===== src/rtl/profile_matrix_sequence_score_core_defines.svh =====
// Assertion macros used by the top RTL file of the scoring core
`ifndef PROFILE_MATRIX_SEQUENCE_SCORE_CORE_DEFINES_SVH
`define PROFILE_MATRIX_SEQUENCE_SCORE_CORE_DEFINES_SVH

// Same-cycle implication, sampled on clk, off while rst_n is low
`define PMSS_ASSERT_IMPL(name, ante, cons, msg) \
  name: assert property (@(posedge clk) disable iff (!rst_n) (ante) |-> (cons)) \
    else $error(msg);

// Next-cycle implication, sampled on clk, off while rst_n is low
`define PMSS_ASSERT_NEXT(name, ante, cons, msg) \
  name: assert property (@(posedge clk) disable iff (!rst_n) (ante) |=> (cons)) \
    else $error(msg);

`endif


===== src/rtl/pmss_ram.sv =====
// Generic simple dual-port RAM with registered read
`timescale 1ns / 1ps

module pmss_ram #(
  parameter int WIDTH = 16,
  parameter int DEPTH = 128
) (
  input  logic                     clk,
  input  logic                     wr_en,
  input  logic [$clog2(DEPTH)-1:0] wr_addr,
  input  logic [WIDTH-1:0]         wr_data,
  input  logic                     rd_en,
  input  logic [$clog2(DEPTH)-1:0] rd_addr,
  output logic [WIDTH-1:0]         rd_data
);

  logic [WIDTH-1:0] mem [DEPTH];
  logic [WIDTH-1:0] rd_data_r;

  always_ff @(posedge clk) begin
    if (wr_en) begin
      mem[wr_addr] <= wr_data;
    end
    if (rd_en) begin
      rd_data_r <= mem[rd_addr];
    end
  end

  assign rd_data = rd_data_r;

endmodule


===== config.mk =====
export PLATFORM = sky130hd
export DESIGN_NAME = pmss_ram
export DESIGN_NICKNAME = d
export VERILOG_FILES = /design/src/rtl/profile_matrix_sequence_score_core_defines.svh /design/src/rtl/pmss_ram.sv
export SDC_FILE = /design/constraint.sdc
export NUM_CORES = 2
export LEC_CHECK = 0
export ABC_AREA = 1
export BUFFER_PORTS_ARGS = -buffer_cell sky130_fd_sc_hd__buf_2
export CAP_MARGIN = 10
export CORE_ASPECT_RATIO = 0.7
export CORE_MARGIN = 2
export CORE_UTILIZATION = 42
export CTS_CLUSTER_DIAMETER = 40
export DETAILED_ROUTE_END_ITERATION = 16
export HOLD_SLACK_MARGIN = 0.08
export PLACE_DENSITY = 0.67
export SLEW_MARGIN = 15
export SYNTH_ARGS = -nofsm -noshare
export SYNTH_HDL_FRONTEND = slang
export SYNTH_SLANG_ARGS = --single-unit

===== constraint.sdc =====
create_clock -name clk -period 4.1 [get_ports clk]
set_input_delay 0.205 -clock clk [delete_from_list [all_inputs] [get_ports clk]]
set_output_delay 0.205 -clock clk [all_outputs]
set_load 0.005 [all_outputs]

==> summary.txt <==
LAYOUT
-------------------------------------------------------------------------------------------
Non-filler cells in the finished layout                                               9,618
Fraction of layout cells with a size suffix above 1                                   8.07%
Number of nets in the layout                                                          6,872
Area growth from synthesis to layout                                                  11.7%

ROUTE
-------------------------------------------------------------------------------------------
Avg WL per Cell                                                                     25.0 um
Remaining antenna violation count                                                         0
Detailed Routing Iterations Pass 1                                                        6
Number of design-rule violations left by the first detailed-router iteration          9,116
Total vias in the final route                                                         55.3k
Detailed Route WL                                                                240,000 um
Via-to-Cell Ratio                                                                      5.75
Remaining design rule violation count                                                     0

CRITICAL PATH
-------------------------------------------------------------------------------------------
Worst setup EP type                                                                register
Worst Path Required                                                                 4790 ps
Critical path launch point type                                                  input port
CP max FO                                                                               133
Setup CP Type                                                                  input port to register
Data arrival time of the critical path                                              3130 ps

TIMING
-------------------------------------------------------------------------------------------
Setup TNS                                                                              0 ps
Finish-stage setup viols                                                                  0
Max_slew headroom                                                                     11.8%
Final period demand of the worst path                                               2440 ps
Worst Clk Skew                                                                      28.3 ps
Total count of max-transition violations in the final report                              0
Unrepaired setup endpoints after global routing                                       false
Portion of the clock cycle consumed by the worst path in the final layout             59.6%
Max Clk Rate                                                                      0.409 GHz
WHS                                                                                  102 ps
Hold Violations, Final                                                                    0
Transition at the pin with the smallest max-transition slack                        1320 ps

CTS
-------------------------------------------------------------------------------------------
Hold buffers post-CTS                                                                    15
Clock sink count                                                                      2,064
Later-pin clock latency in the skew report                                           840 ps
Setup Buffers After CTS                                                                   0
Level count of the clock H-tree                                                           4
Clk buf depth                                                                             3
TritonCTS clock tree                                                                    yes
Number of gates resized after CTS                                                         0
Number of CTS-inserted buffers                                                          190
CTS root buffer                                                                sky130_fd_sc_hd__clkbuf_16
Clock slew at the register clock pins of the worst setup and hold paths               60 ps

LOGIC SYNTHESIS
-------------------------------------------------------------------------------------------
Synthesized area                                                                0.0830 mm^2
Distinct cell type count of the synthesized netlist                                      14
Register area share after synthesis                                                   74.7%
Combinational family with the most area after synthesis                        simple AND/OR/NAND/NOR gates
Nets in the synthesized netlist                                                       6,826
Post-synthesis register bit count                                                     2,064
Fraction of synthesized area in multiplexers                                             0%
Gate Count Post-Synth                                                                 6,793
Synthesized-area fraction occupied by and/or/nand/nor cells                           22.3%
Fraction of synthesized cell area in xor and xnor cells                                  0%
Adder and majority cell fraction of the synthesized area                                 0%
Syn_area_per_cell                                                                 12.2 um^2
Yosys warns                                                                               0
Compound-cell area share of the yosys netlist                                            0%

PLACEMENT
-------------------------------------------------------------------------------------------
Half-perimeter wire length after detailed placement                              136,000 um
Placer Congestion                                                                     0.892
Placed instance count                                                                 9,253
Number of port buffers                                                                   48

GLOBAL ROUTE
-------------------------------------------------------------------------------------------
First-pass GRT wire length                                                       351,000 um
Number of antenna violations at the first check in global routing                        17
Sum of overflow across all layers after global routing                                    0
Vias in the first global route                                                        51.1k
Largest net degree at the start of global routing                                       160
GRT Resource Usage Total                                                              23.6%

FLOORPLANNING
-------------------------------------------------------------------------------------------
Die span in x                                                                        535 um
Core outline area                                                                0.196 mm^2
Initial standard-cell utilization of the core                                         42.3%
Number of top-level design ports                                                         49
Row cnt                                                                                 136
Die area                                                                         0.201 mm^2
Die span in y                                                                        376 um

POWER
-------------------------------------------------------------------------------------------
Leakage Power                                                                       32.1 nW
Worst vdd rail ir drop                                                             0.585 mV
Power density relative to cell area                                             472 mW/mm^2

RUN
-------------------------------------------------------------------------------------------
Max-capacitance violation count                                                           0

MIN PATH
-------------------------------------------------------------------------------------------
Worst min-delay path category                                                  input port to register

STATUS
-------------------------------------------------------------------------------------------
Result of the run                                                                 completed

metrics by stage:
| stage | power [mW] | cell area (um^2) | setup WS, ps | utilization [%] |
|---|---|---|---|---|
| global route | 44.9 | 92700 | 1520 | 47.2 |
| CTS | 43.8 | 92700 | 1770 | 47.2 |
| floorplan | 25.2 | 83000 | 2190 | - |
| global placement | 26.5 | 86400 | 933 | 44.0 |
| detailed placement | 26.5 | 86400 | 900 | 44.0 |
| finish | 43.7 | 92700 | 1660 | 47.2 |
power breakdown:
| group | total (mW) | internal, mW | switching, mW |
|---|---|---|---|
| sequential | 23.4 | 23.3 | 0.0516 |
| combinational | 2.76 | 0.625 | 2.14 |
| clock | 17.6 | 9.83 | 7.77 |
final timing paths:
path	start	to	slack, ps	depth (start not counted)
setup / recovery	rd_addr[0]	rd_data[4]	1660	11
hold / removal	wr_data[14]	mem[42][14]	100	1
setup reg to reg	mem[88][12]	rd_data[12]	1830	8
hold reg to reg	mem[84][7]	rd_data[7]	970	8
routing by layer:
layer / track usage (%) / routed length [um] / up-vias
met1: 35.2 / 98300 / 27045
li1: - / - / 24359
met2: 32.8 / 101000 / 3543
met3: 7.28 / 34200 / 374
met5: 0.478 / 161 / -
met4: 6.95 / 6760 / 6
state kept, by name, indices dropped and copies added, names as in the netlist:
| name | flops |
|---|---|
| rd_data | 16 |
| mem | 2048 |
cells in the mapped netlist:
| master | instances | area, um^2 |
|---|---|---|
| sky130_fd_sc_hd__inv_4 | 1 | 6.26 |
| sky130_fd_sc_hd__inv_2 | 2 | 7.51 |
| sky130_fd_sc_hd__buf_2 | 251 | 1260 |
| sky130_fd_sc_hd__clkbuf_1 | 81 | 304 |
| sky130_fd_sc_hd__nor3_1 | 8 | 40.0 |
| sky130_fd_sc_hd__buf_4 | 61 | 458 |
| sky130_fd_sc_hd__nand2_1 | 2087 | 7830 |
| sky130_fd_sc_hd__edfxtp_1 | 2064 | 62000 |
| sky130_fd_sc_hd__buf_1 | 41 | 154 |
| sky130_fd_sc_hd__buf_6 | 22 | 248 |
| sky130_fd_sc_hd__nand3_1 | 2019 | 10100 |
| sky130_fd_sc_hd__nor2_1 | 134 | 503 |
| sky130_fd_sc_hd__buf_8 | 1 | 15.0 |
| sky130_fd_sc_hd__inv_1 | 21 | 78.8 |
kinds of logic (layout without fill, tap and decap cells):
logic type,Yosys count,count (layout)
DFF,2064,2064
and+or+nand+nor,4248,4248
other,0,3
buffers and inverters,481,681
placed cells by master (no fill, tap or decap), types with 8 or more instances in the layout:
cell and instances:
sky130_fd_sc_hd__dlygate4sd3_1 16, sky130_fd_sc_hd__nand2_1 2084, sky130_fd_sc_hd__clkbuf_16 196, sky130_fd_sc_hd__clkinv_2 23, sky130_fd_sc_hd__buf_2 28, sky130_fd_sc_hd__clkinv_1 40
sky130_fd_sc_hd__bufinv_16 17, sky130_fd_sc_hd__nor3_1 8, sky130_fd_sc_hd__nor2_1 134, sky130_fd_sc_hd__clkbuf_1 45, sky130_fd_sc_hd__buf_12 31, sky130_fd_sc_hd__nand3_1 2019
sky130_fd_sc_hd__inv_1 19, sky130_fd_sc_hd__inv_6 8, sky130_fd_sc_hd__edfxtp_1 2064, sky130_fd_sc_hd__buf_4 232, sky130_fd_sc_hd__clkinvlp_4 8
worst max-delay path: stages:
cell,delay (ps)
sky130_fd_sc_hd__buf_8,210
sky130_fd_sc_hd__inv_16,480
sky130_fd_sc_hd__buf_4,740
sky130_fd_sc_hd__nand2_1,100
sky130_fd_sc_hd__nand3_1,100
sky130_fd_sc_hd__nand3_1,70
sky130_fd_sc_hd__nand3_1,110
sky130_fd_sc_hd__nand3_1,360
sky130_fd_sc_hd__nand3_1,240
sky130_fd_sc_hd__nand3_1,290
sky130_fd_sc_hd__nand2_1,170
layout make-up:
class                           count  area [um^2]
Antenna cell                        3         7.51
Inverter                           24          124
Fill cell                       17091       104000
Tap cell                         2622         3280
Sequential cell                  2064        62000
Timing Repair Buffer              311         2720
Multi-Input combinational cell   4248        18500
Clock inverter                    105         1010
Clock buffer                      241         5070
Note: power is estimated with default switching activity, not from simulation.
