File: config.mk
export PLATFORM = sky130hd
export DESIGN_NAME = pmss_div
export DESIGN_NICKNAME = d
export VERILOG_FILES = /design/src/rtl/profile_matrix_sequence_score_core_defines.svh /design/src/rtl/pmss_pkg.sv /design/src/rtl/pmss_div.sv
export SDC_FILE = /design/constraint.sdc
export NUM_CORES = 1
export LEC_CHECK = 0
export BUFFER_PORTS_ARGS = -buffer_cell sky130_fd_sc_hd__buf_4
export CORE_UTILIZATION = 35
export CTS_CLUSTER_SIZE = 10
export DETAILED_ROUTE_END_ITERATION = 12
export SLEW_MARGIN = 20
export SYNTH_ARGS = -nofsm -noshare
export SYNTH_HDL_FRONTEND = slang
export SYNTH_SLANG_ARGS = --single-unit
File: constraint.sdc
create_clock -name clk -period 4.6 [get_ports clk]
set_input_delay 0.69 -clock clk [delete_from_list [all_inputs] [get_ports clk]]
set_output_delay 0.69 -clock clk [all_outputs]
set_load 0.005 [all_outputs]
File: src/rtl/profile_matrix_sequence_score_core_defines.svh
// Assertion macros used by the top RTL file of the scoring core
`ifndef PROFILE_MATRIX_SEQUENCE_SCORE_CORE_DEFINES_SVH
`define PROFILE_MATRIX_SEQUENCE_SCORE_CORE_DEFINES_SVH

// Same-cycle implication, sampled on clk, off while rst_n is low
`define PMSS_ASSERT_IMPL(name, ante, cons, msg) \
  name: assert property (@(posedge clk) disable iff (!rst_n) (ante) |-> (cons)) \
    else $error(msg);

// Next-cycle implication, sampled on clk, off while rst_n is low
`define PMSS_ASSERT_NEXT(name, ante, cons, msg) \
  name: assert property (@(posedge clk) disable iff (!rst_n) (ante) |=> (cons)) \
    else $error(msg);

`endif

File: src/rtl/pmss_pkg.sv
// Types, constants and helpers of the scoring core
`timescale 1ns / 1ps

package pmss_pkg;

  // field widths
  localparam int ALPHABET   = 26;
  localparam int ACTION_W   = 2;
  localparam int POS_W      = 7;
  localparam int LETTER_W   = 5;
  localparam int WEIGHT_W   = 16;
  localparam int COUNT_W    = 16;
  localparam int SUM_W      = 23;
  localparam int PCT_W      = 15;
  localparam int OFFSET_W   = 7;
  localparam int NUMER_W    = SUM_W + PCT_W;
  localparam int CFG_IDX_W  = 2;
  localparam int CFG_DATA_W = 7;

  // limits
  localparam logic [SUM_W-1:0]   SUM_MAX   = {SUM_W{1'b1}};
  localparam logic [COUNT_W-1:0] COUNT_MAX = {COUNT_W{1'b1}};
  localparam logic [PCT_W-1:0]   PCT_MAX   = 15'd25600;

  // action codes
  localparam logic [ACTION_W-1:0] ACT_CLEAR   = 2'd0;
  localparam logic [ACTION_W-1:0] ACT_WRITE   = 2'd1;
  localparam logic [ACTION_W-1:0] ACT_RESIDUE = 2'd2;

  // configuration register indexes
  localparam logic [CFG_IDX_W-1:0] REG_EXTEND_MODE  = 2'd0;
  localparam logic [CFG_IDX_W-1:0] REG_ALIGN_OFFSET = 2'd1;
  localparam logic [CFG_IDX_W-1:0] REG_COUNT_X      = 2'd2;

  // letters left out of the best weight
  localparam logic [LETTER_W-1:0] LETTER_B = 5'd1;
  localparam logic [LETTER_W-1:0] LETTER_J = 5'd9;
  localparam logic [LETTER_W-1:0] LETTER_O = 5'd14;
  localparam logic [LETTER_W-1:0] LETTER_U = 5'd20;
  localparam logic [LETTER_W-1:0] LETTER_X = 5'd23;
  localparam logic [LETTER_W-1:0] LETTER_Z = 5'd25;

  // one matrix row: ALPHABET weights plus the row's best weight on top
  typedef logic [ALPHABET:0][WEIGHT_W-1:0] row_t;
  localparam logic [LETTER_W-1:0] BEST_SLOT = 5'(ALPHABET);

  // divider status seen by the sequencer
  typedef struct packed {
    logic busy;
    logic done;
  } div_stat_t;

  function automatic logic is_excluded(input logic [LETTER_W-1:0] l);
    return l inside {LETTER_B, LETTER_J, LETTER_O, LETTER_U, LETTER_X, LETTER_Z};
  endfunction

endpackage

File: src/rtl/pmss_div.sv
// Restoring divider, one quotient bit per cycle, quotient known to fit PCT_W bits
`timescale 1ns / 1ps

module pmss_div (
  input  logic                       clk,
  input  logic                       rst_n,
  input  logic                       start,
  input  logic [pmss_pkg::NUMER_W-1:0] numer,
  input  logic [pmss_pkg::SUM_W-1:0]   denom,
  output logic [pmss_pkg::PCT_W-1:0]   quot,
  output pmss_pkg::div_stat_t          stat
);
  import pmss_pkg::*;

  localparam int STEP_W = $clog2(PCT_W);

  logic              busy_r, busy_nxt;
  logic              done_r, done_nxt;
  logic [STEP_W-1:0] step_r, step_nxt;
  logic [SUM_W-1:0]  rem_r, rem_nxt;
  logic [SUM_W-1:0]  denom_r, denom_nxt;
  logic [PCT_W-1:0]  lo_r, lo_nxt;

  logic [SUM_W:0] trial;
  logic [SUM_W:0] diff;
  logic           fits;

  // shared subtract/compare: shift in next dividend bit, try the divisor
  assign trial = {rem_r, lo_r[PCT_W-1]};
  assign diff  = trial - {1'b0, denom_r};
  assign fits  = trial >= {1'b0, denom_r};

  always_comb begin
    busy_nxt  = busy_r;
    done_nxt  = 1'b0;
    step_nxt  = step_r;
    rem_nxt   = rem_r;
    denom_nxt = denom_r;
    lo_nxt    = lo_r;
    if (start) begin
      // upper bits are below the divisor, so only PCT_W steps remain
      busy_nxt  = 1'b1;
      step_nxt  = '0;
      rem_nxt   = numer[NUMER_W-1:PCT_W];
      lo_nxt    = numer[PCT_W-1:0];
      denom_nxt = denom;
    end else if (busy_r) begin
      rem_nxt  = fits ? diff[SUM_W-1:0] : trial[SUM_W-1:0];
      lo_nxt   = {lo_r[PCT_W-2:0], fits};
      step_nxt = step_r + 1'b1;
      if (step_r == STEP_W'(PCT_W - 1)) begin
        busy_nxt = 1'b0;
        done_nxt = 1'b1;
      end
    end
  end

  always_ff @(posedge clk) begin
    if (!rst_n) begin
      busy_r <= 1'b0;
      done_r <= 1'b0;
      step_r <= '0;
    end else begin
      busy_r <= busy_nxt;
      done_r <= done_nxt;
      step_r <= step_nxt;
    end
  end

  always_ff @(posedge clk) begin
    rem_r   <= rem_nxt;
    lo_r    <= lo_nxt;
    denom_r <= denom_nxt;
  end

  assign quot      = lo_r;
  assign stat.busy = busy_r;
  assign stat.done = done_r;

endmodule

==> results_dict.tcl <==
set metrics [dict create \
    yosysUniqueCellTypes 55 \
    root_buffer "clkbuf_16" \
    dpl.hpwl_mm 6.74 \
    cts_buffer_depth 2 \
    startpoint_type "flip-flop" \
    max_freq_mhz 348 \
    postCtsSetupRepairBufs 0 \
    slew_headroom 0.535 \
    wirelength_mm 9.28 \
    crit_cells 11 \
    p_per_area_nw_per_um2 535 \
    vdd_drop_max_v 0.000229 \
    viasPerCell 5.21 \
    final_common_cell "buf_4" \
    end_kind "flip-flop" \
    synth.area.mux_share 0.0746 \
    grt_pass1_wl_mm 15.6 \
    most-common-layout-cells "85 x buf_4, 61 x edfxtp_1, 37 x a21oi_1" \
    hold_viol 0 \
    seq_area_frac_synth 0.471 \
    place_congestion 0.850 \
    fp.dieH_um 111 \
    cts_tree "done" \
    status "finished clean" \
    synth_seq_cells 67 \
    required_ns 4.69 \
    syn_area_um2 4140 \
    p_total_uw 2750 \
    crit_start "quot[14]" \
    tns_ns 0 \
    die_area_um2 12300 \
    synthXorXnorAreaFrac 0.0444 \
    clkSinkCount 67 \
    synth_top_family_by_area "compound AO/OA/AOI/OAI gates" \
    grt_pass1_vias 3207 \
    drtIter0Drc 177 \
    worstMarginPinSlew_ns 0.698 \
    rows 39 \
    die_w_um 111 \
    clk_latency_ns 0.34 \
    initial_utilization 0.361 \
    synth_edf_count 61 \
    grt_setup_unrepaired "false" \
    num-fill-cells 1110 \
    path_cells "inv_1 > ha_1 > fa_1 > nand2b_1 > a21oi_4 > o31a_1 > o21ai_1 > a22oi_2 > buf_4 > nor3b_1 > a221o_1" \
    drt_first_pass_iters 4 \
    reg2reg_to "rem_r[18]" \
    cts_buffers 9 \
    grt_max_degree 59 \
    drive_gt1_frac 0.253 \
    syn_inst 393 \
    grt_usage 0.161 \
    synthToLayoutAreaGrowth_pct 24.1 \
    hold_class "reg -> reg" \
    slowest_delay_ns 0.40 \
    ctsHoldBuffers 0 \
    p_leak_uw 0.00217 \
    ant_nets 0 \
    core_area_um2 11500 \
    antenna_found_initial 0 \
    nets 559 \
    ys_warn_count 0 \
    synthSimpleGateAreaFrac 0.111 \
    vias 3217 \
    arrival_ns 2.97 \
    finClkSkew_ns 0.00970 \
    synth-adder-area-share 0.0803 \
    drcViolationCount 0 \
    clk_pin_slew_ns 0.06 \
    drv_slew 0 \
    reg2reg_from "quot[14]" \
    synth_compound_area_frac 0.167 \
    path_delay_family "compound AO/OA/AOI/OAI gates" \
    fin_util 0.448 \
    cp_max_fo 23 \
    synth-main-ff-cell "edfxtp_1" \
    port_buffers 80 \
    r2r_slack_ns 1.72 \
    grt-ovfl-total 0 \
    layout_setup_ws_ns 1.72 \
    avgSynthCellArea_um2 10.5 \
    setup_viol 0 \
    wl_per_cell_um 15.0 \
    critPathSlowestCell "fa_1" \
    fin_crit_sh 0.625 \
    drv_cap 0 \
    diodes 0 \
    synthArstFlopShare 0 \
    io_pins 81 \
    critPathKind "reg -> reg" \
    timing.critical_path.buf_inv 2 \
    endpoint "rem_r[18]" \
    dp_slack_ns 1.70 \
    cts_max_level 3 \
    syn_nets 483 \
    min_period_ns 2.88 \
    cts-resized-gates 0 \
    r2r_cells 11 \
    hold_ws_ns 0.495 \
]
[synthesized netlist by cell type (9+ instances only)]
cell type	count	area (um2)
edfxtp_1	61	1830
a21oi_1	37	185
nand2_1	33	124
inv_1	29	109
nor2_1	29	109
ha_1	25	313
mux2_2	15	169
mux2i_1	14	140
xor2_1	13	114
o21ai_1	10	50.1
clkbuf_1	9	33.8
nor3_1	9	45.0
[state kept, by name, indices dropped and copies added, names as in the netlist]
| name | flops |
|---|---|
| denom_r | 23 |
| rem_r | 23 |
| quot | 15 |
| step_r | 4 |
| busy_r | 1 |
| done_r | 1 |
[where the power goes]
group	internal, uW	total, uW	leakage [uW]	switching, uW
logic	539	1210	0.00138	674
clock network	417	668	0.000135	251
registers	811	870	0.000654	58.9
[through the flow]
step           instance area (um2)  cells
2_1_floorplan                 4140    393
3_3_place_gp                  4850    601
3_5_place_dp                  4850    601
4_1_cts                       5140    617
5_1_grt                       5140    617
6_report                      5140    617
[final cells by class]
cell class | instances | area, um2 | share of cell area
Timing Repair Buffer | 85 | 638 | 0.124
Tap cell | 143 | 179 | 0.0348
Sequential cell | 67 | 1950 | 0.380
Inverter | 29 | 109 | 0.0212
Clock inverter | 5 | 53.8 | 0.0105
Clock buffer | 11 | 233 | 0.0453
Multi-Input combinational cell | 277 | 1980 | 0.385
[worst min path at each step]
stage | startpoint | endpoint | cells past startpoint
2_1_floorplan | step_r[3] | done_r | 2
3_3_place_gp | step_r[3] | done_r | 2
3_5_place_dp | step_r[3] | done_r | 2
4_1_cts | step_r[3] | done_r | 2
5_1_grt | denom[3] | denom_r[3] | 1
6_report | step_r[3] | done_r | 2
[worst min-delay path, delay by kind of cell, from the launching register on]
kind	cells	cell delay, ns
and+or+nand+nor	2	0.13
DFF	1	0.32
[logic make-up after synthesis]
kind of cell    count (synthesis)
compound gates                101
simple gates                  100
flops                          67
buf+inv                        49
mux                            29
fa+ha+maj                      26
xor+xnor                       21
[per-layer routing]
layer | wire length (um) | GRT usage | up-vias
li1 | - | - | 1600
met1 | 4380 | 0.210 | 1514
met2 | 4090 | 0.242 | 93
met3 | 664 | 0.0514 | 10
met4 | 143 | 0.0764 | 0
met5 | 0 | 0 | -
Power figures use the tool's default switching activity.
